$ cat src/rtl/rci_queue.sv
// ----------------------------------------------------------------------------
// rci_queue
// Small first-in first-out queue of items held in registers
// ----------------------------------------------------------------------------
module rci_queue #(
    parameter type T     = logic,
    parameter int  DEPTH = 4
) (
    input  logic clk,
    input  logic rst_n,
    input  logic wr_en,
    input  T     wr_data,
    output logic full,
    input  logic rd_en,
    output T     rd_data,
    output logic empty
);
    localparam int AW = (DEPTH > 1) ? $clog2(DEPTH) : 1;
    localparam int CW = $clog2(DEPTH + 1);

    T                slot_reg [DEPTH];
    logic [AW-1:0]   wr_ptr_reg;
    logic [AW-1:0]   rd_ptr_reg;
    logic [CW-1:0]   count_reg;

    assign full    = (count_reg == CW'(DEPTH));
    assign empty   = (count_reg == '0);
    assign rd_data = slot_reg[rd_ptr_reg];

    always_ff @(posedge clk or negedge rst_n)
    begin
        if (!rst_n)
        begin
            wr_ptr_reg <= '0;
            rd_ptr_reg <= '0;
            count_reg  <= '0;
        end
        else
        begin
            if (wr_en)
            begin
                wr_ptr_reg <= (wr_ptr_reg == AW'(DEPTH - 1)) ? '0 : wr_ptr_reg + 1'b1;
            end
            if (rd_en)
            begin
                rd_ptr_reg <= (rd_ptr_reg == AW'(DEPTH - 1)) ? '0 : rd_ptr_reg + 1'b1;
            end
            if (wr_en && !rd_en)
            begin
                count_reg <= count_reg + 1'b1;
            end
            else if (rd_en && !wr_en)
            begin
                count_reg <= count_reg - 1'b1;
            end
        end
    end

    always_ff @(posedge clk)
    begin
        if (wr_en)
        begin
            slot_reg[wr_ptr_reg] <= wr_data;
        end
    end

endmodule

$ cat config.mk
export PLATFORM = sky130hd
export DESIGN_NAME = rci_queue
export DESIGN_NICKNAME = d
export VERILOG_FILES = /design/src/rtl/rci_queue.sv
export SDC_FILE = /design/constraint.sdc
export NUM_CORES = 1
export LEC_CHECK = 0
export ABC_AREA = 1
export ABC_CLOCK_PERIOD_IN_PS = 1580
export BUFFER_PORTS_ARGS = -buffer_cell sky130_fd_sc_hd__buf_2
export CORE_UTILIZATION = 30
export DETAILED_ROUTE_END_ITERATION = 7
export MAX_ROUTING_LAYER = met4
export PLACE_DENSITY_LB_ADDON = 0.12
export SYNTH_ARGS = -nofsm -noshare
export SYNTH_HDL_FRONTEND = slang
export SYNTH_SLANG_ARGS = --single-unit
$ cat constraint.sdc
create_clock -name clk -period 1.58 [get_ports clk]
set_input_delay 0.316 -clock clk [delete_from_list [all_inputs] [get_ports clk]]
set_output_delay 0.316 -clock clk [all_outputs]
set_load 0.05 [all_outputs]
* Yosys cells after proc, flatten, opt, wreduce, memory -nomap -nowiden
Memory sizes are Yosys's and may differ from the RTL's.
Cells that the tools add are included.
** Word-level totals
- Register bits :: 7
- Memory bits (writable) :: 4
- Input port bits :: 5
- Output and inout port bits :: 3
- Word-level logic and storage cells :: 23
- Memories :: 1
** Operators by class
- Add/sub/neg operators :: 4
- Equal/unequal tests :: 3
- Multiplexer cells :: 6
- Reductions and logical operators :: 6
** Memory list
- slot_reg :: words 4, width 1, rd ports 1, clocked after memory_dff 0, wr ports 1, RTL line 21 : T slot_reg [DEPTH];
** Operator list (count)
- 2-to-1 mux 3 bit :: 2
- adder 2 x 1 -> 2 bit (second input constant) :: 2
- equality test 2 bit (second input constant) :: 2
- 2-to-1 mux 2 bit :: 2
- adder 3 x 1 -> 3 bit (second input constant) :: 1
- equality test 3 bit (second input constant) :: 1
- zero test 3 bit :: 1
- subtractor 3 x 1 -> 3 bit (second input constant) :: 1
- logical AND 1 bit :: 2
- zero test 1 bit :: 2
- 2-to-1 mux 1 bit :: 2
- nonzero test 2 bit :: 1

* Logic depth before layout (Yosys ltp)
- Depth after elaboration :: 4
- Mapped depth :: 9
- Gate-level depth less buffers :: 9

* Least setup slack after synthesis
No wires, ideal clock.
- Path kind :: register to output
- Start point :: register count_reg[0]
- End point :: output port empty
- Arrival time :: 1522 ps
- Required time :: 1264 ps
- Path slack :: -258 ps
- Stages on the path, launching flop included :: 2
- Path buffers :: 0
- Cell sequence :: dfrtp_1 -> nor3_1
** On the way
- Longest elaborated chain between the ends :: 1
** RTL lines
- start, declared :: RTL line 24 : logic [CW-1:0] count_reg;
- start signal, assigned :: RTL line 50 : count_reg <= count_reg + 1'b1;
- start signal, assigned :: RTL line 54 : count_reg <= count_reg - 1'b1;
- zero test 3 bit :: RTL line 27 : assign empty = (count_reg == '0);
- end, declared :: RTL line 16 : output logic empty
No other way between the ends.

* Final worst setup path
- Start point :: register rd_ptr_reg[0]
- End point :: output port rd_data
** On the way
- Longest elaborated chain between the ends :: 1
** RTL lines
- start, declared :: RTL line 23 : logic [AW-1:0] rd_ptr_reg;
- start signal, assigned :: RTL line 46 : rd_ptr_reg <= (rd_ptr_reg == AW'(DEPTH - 1)) ? '0 : rd_ptr_reg + 1'b1;
- memory read (4 x 1 bit)
- end, declared :: RTL line 15 : output T rd_data,
No other way between the ends.

==> impl_metrics.json <==
{
  "dr.pass1.iters": 2,
  "row_count": 15,
  "synth_compound_area_share_pct": 6.85,
  "cts_root_buffer": "clkbuf_4",
  "setup-violations-final": 0,
  "finalCriticalPeriod_ns": 1.47,
  "required_ns": 1.26,
  "synthCells": 63,
  "grt_usage_pct": 10.5,
  "hpwl_um": 686,
  "reg2reg_from": "count_reg[0]",
  "detail_route.wl_per_cell_um": 8.45,
  "critPathMaxFanout": 5,
  "cts_buffer_depth": 2,
  "io_buffer_count": 7,
  "r2r_end": "count_reg[2]",
  "synth_simple_gate_area_share_pct": 15.2,
  "hold_viol": 0,
  "cts_sinks": 11,
  "timing.final.crit_share_pct": 93.1,
  "hold_class": "in -> reg",
  "grt_use_met1_pct": 14.1,
  "syn_nets": 75,
  "postSynthAreaPerCell_um2": 9.27,
  "p_leak_nw": 0.377,
  "crit_path_max_incr_delay_ns": 0.40,
  "cp-start-kind": "register",
  "n_antenna_cell": 0,
  "path_common_cell": "nand2_1",
  "critPathTopFamily": "flip-flops",
  "met2_usage_pct": 12.1,
  "placed_cells": 96,
  "synthAdderAreaFrac_pct": 16.3,
  "totalWireLength_um": 853,
  "fmax_mhz": 680,
  "cp_num_buf_inv": 2,
  "coreArea_um2": 1780,
  "die_w_um": 46.1,
  "power_density_nw_per_um2": 1730,
  "cap_violations": 0,
  "status": "complete, no violations",
  "end_kind": "primary output",
  "rr_worst_depth": 5,
  "grt_pass1_wl_um": 1390,
  "finClkSkew_ns": 0.000359,
  "cts_max_level": 1,
  "place.gp.congestion": 0.807,
  "cts-buffers-inserted": 3,
  "slew_viol_final": 0,
  "hold_slack_ns": 0.275,
  "min_path_cells": 1,
  "grt_max_degree": 9,
  "cts_tree": "yes",
  "final_layout_size_suffix_gt1_share_pct": 15.8,
  "antenna_found_initial": 0,
  "largest_reg_flops": 4,
  "critPathSlowestCell": "dfrtp_1",
  "via_per_inst": 4.07,
  "nNetsFinal": 89,
  "ant_nets": 0,
  "synth_mux_area_share_pct": 0,
  "use_met3_pct": 3.53,
  "top_usage_layer": "met1",
  "tightest_slew_ns": 0.168,
  "drc_errors": 0,
  "die_y_um": 46.1,
  "crit_type": "reg -> out",
  "n_fill_cell": 183,
  "io_pins": 8,
  "synth_area_um2": 584,
  "start_util_pct": 32.8,
  "peakVddDrop_v": 0.000615,
  "synthXorXnorAreaFrac_pct": 1.50,
  "synth_top_family_by_area": "adder cells",
  "reg2reg_setup_slack_ns": 0.33,
  "slew_headroom_pct": 88.7,
  "rsz0062_at_grt": "no",
  "whs_endpoint": "slot_reg[0]",
  "clock_latency_ns": 0.25,
  "grt.overflow.total": 0,
  "dieArea_um2": 2130,
  "cp_data_arrival_time_ns": 1.16,
  "final_cell_mix": "18 x nand2_1, 14 x inv_1, 7 x dfrtp_1, 6 x ha_1, 6 x clkbuf_4",
  "vias": 411,
  "path_cells": "inv_2 -> nand2_1 -> o211ai_1 -> nand2_1 -> clkbuf_4",
  "dr.first_iter.drc_count": 2,
  "synth-seq-cells": 11,
  "synthToLayoutAreaGrowth_pct": 20.1,
  "cts_setup_buffers": 0,
  "holdCritStartpoint": "wr_data",
  "clkTransAtPathRegs_ns": 0.07,
  "yosys_warnings": 0,
  "layout.cells.non_filler": 101,
  "synth.distinct_cells": 14,
  "seq_area_frac_synth_pct": 50.5,
  "layout_commonest_cell": "nand2_1",
  "first_global_vias": 349
}
[cells by family (layout without fill, tap and decap cells)]
logic type                 Yosys count  count (layout)
and+or+nand+nor                     22              22
buffers and inverters               15              28
DFF                                 11              11
adders and majority gates            7               7
AOI/OAI and AO/OA                    7               7
xor gates and xnor gates             1               1
[worst reg2reg max path, stage by stage (launching register included)]
cell	delay [ns]
dfrtp_1	0.43
fa_1	0.45
nand2_1	0.10
nand3_1	0.07
nand2_1	0.05
nand2_1	0.04
[power by group]
part	internal, mW	switching, mW
registers	0.405	0.0952
clock network	0.0974	0.0857
logic	0.191	0.340
[cell type report]
class / count / area [um^2] / share of cell area [%]
Sequential cell: 11 / 295 / 42.1
Multi-Input combinational cell: 37 / 233 / 33.2
Timing Repair Buffer: 9 / 60.1 / 8.56
Inverter: 15 / 56.3 / 8.02
Tap cell: 25 / 31.3 / 4.46
Clock buffer: 4 / 26.3 / 3.74
[synthesized netlist by cell type]
cell type / count / area (um^2)
a21oi_1: 1 / 5.00
dfrtp_1: 7 / 175
edfxtp_1: 4 / 120
fa_1: 1 / 20.0
ha_1: 6 / 75.1
inv_1: 15 / 56.3
nand2_1: 18 / 67.6
nand3_1: 1 / 5.00
nand4_1: 1 / 6.26
nor3_1: 2 / 10.0
o211ai_1: 2 / 15.0
o21ai_0: 3 / 15.0
o21ai_1: 1 / 5.00
xnor2_1: 1 / 8.76
[through the flow]
step | total power [mW] | instance area (um^2) | util, % | setup slack (ns) | TNS, ns
3_5_place_dp | 1.02 | 658 | 36.9 | 0.0676 | 0
2_1_floorplan | 0.901 | 584 | - | -0.258 | -0.517
3_3_place_gp | 1.01 | 658 | 36.9 | 0.0788 | 0
5_1_grt | 1.33 | 702 | 39.4 | 0.00185 | 0
4_1_cts | 1.21 | 694 | 38.9 | 0.0439 | 0
6_report | 1.21 | 702 | 39.4 | 0.108 | 0
[worst max path at each step]
stage | depth (start not counted) | to | slack [ns] | startpoint
6_report | 5 | rd_data | 0.11 | rd_ptr_reg[0]
5_1_grt | 2 | empty | 0.002 | count_reg[0]
4_1_cts | 5 | rd_data | 0.04 | rd_ptr_reg[0]
3_5_place_dp | 9 | count_reg[2] | 0.07 | rd_en
3_3_place_gp | 9 | count_reg[2] | 0.08 | rd_en
2_1_floorplan | 1 | empty | -0.26 | count_reg[0]
[layer usage]
layer / up-vias / part of all wire (%)
li1: 224 / -
met1: 181 / 55
met2: 4 / 41
met3: 2 / 2.7
met4: 0 / 1.2
met5: - / 0
[repair_timing]
action                                 in CTS  in global routing
gates resized for setup                     0                  4
setup endpoints to repair                   0                  3
endpoints found under the hold margin       7                  0
hold buffers                                1                  0
Power figures use the tool's default switching activity.
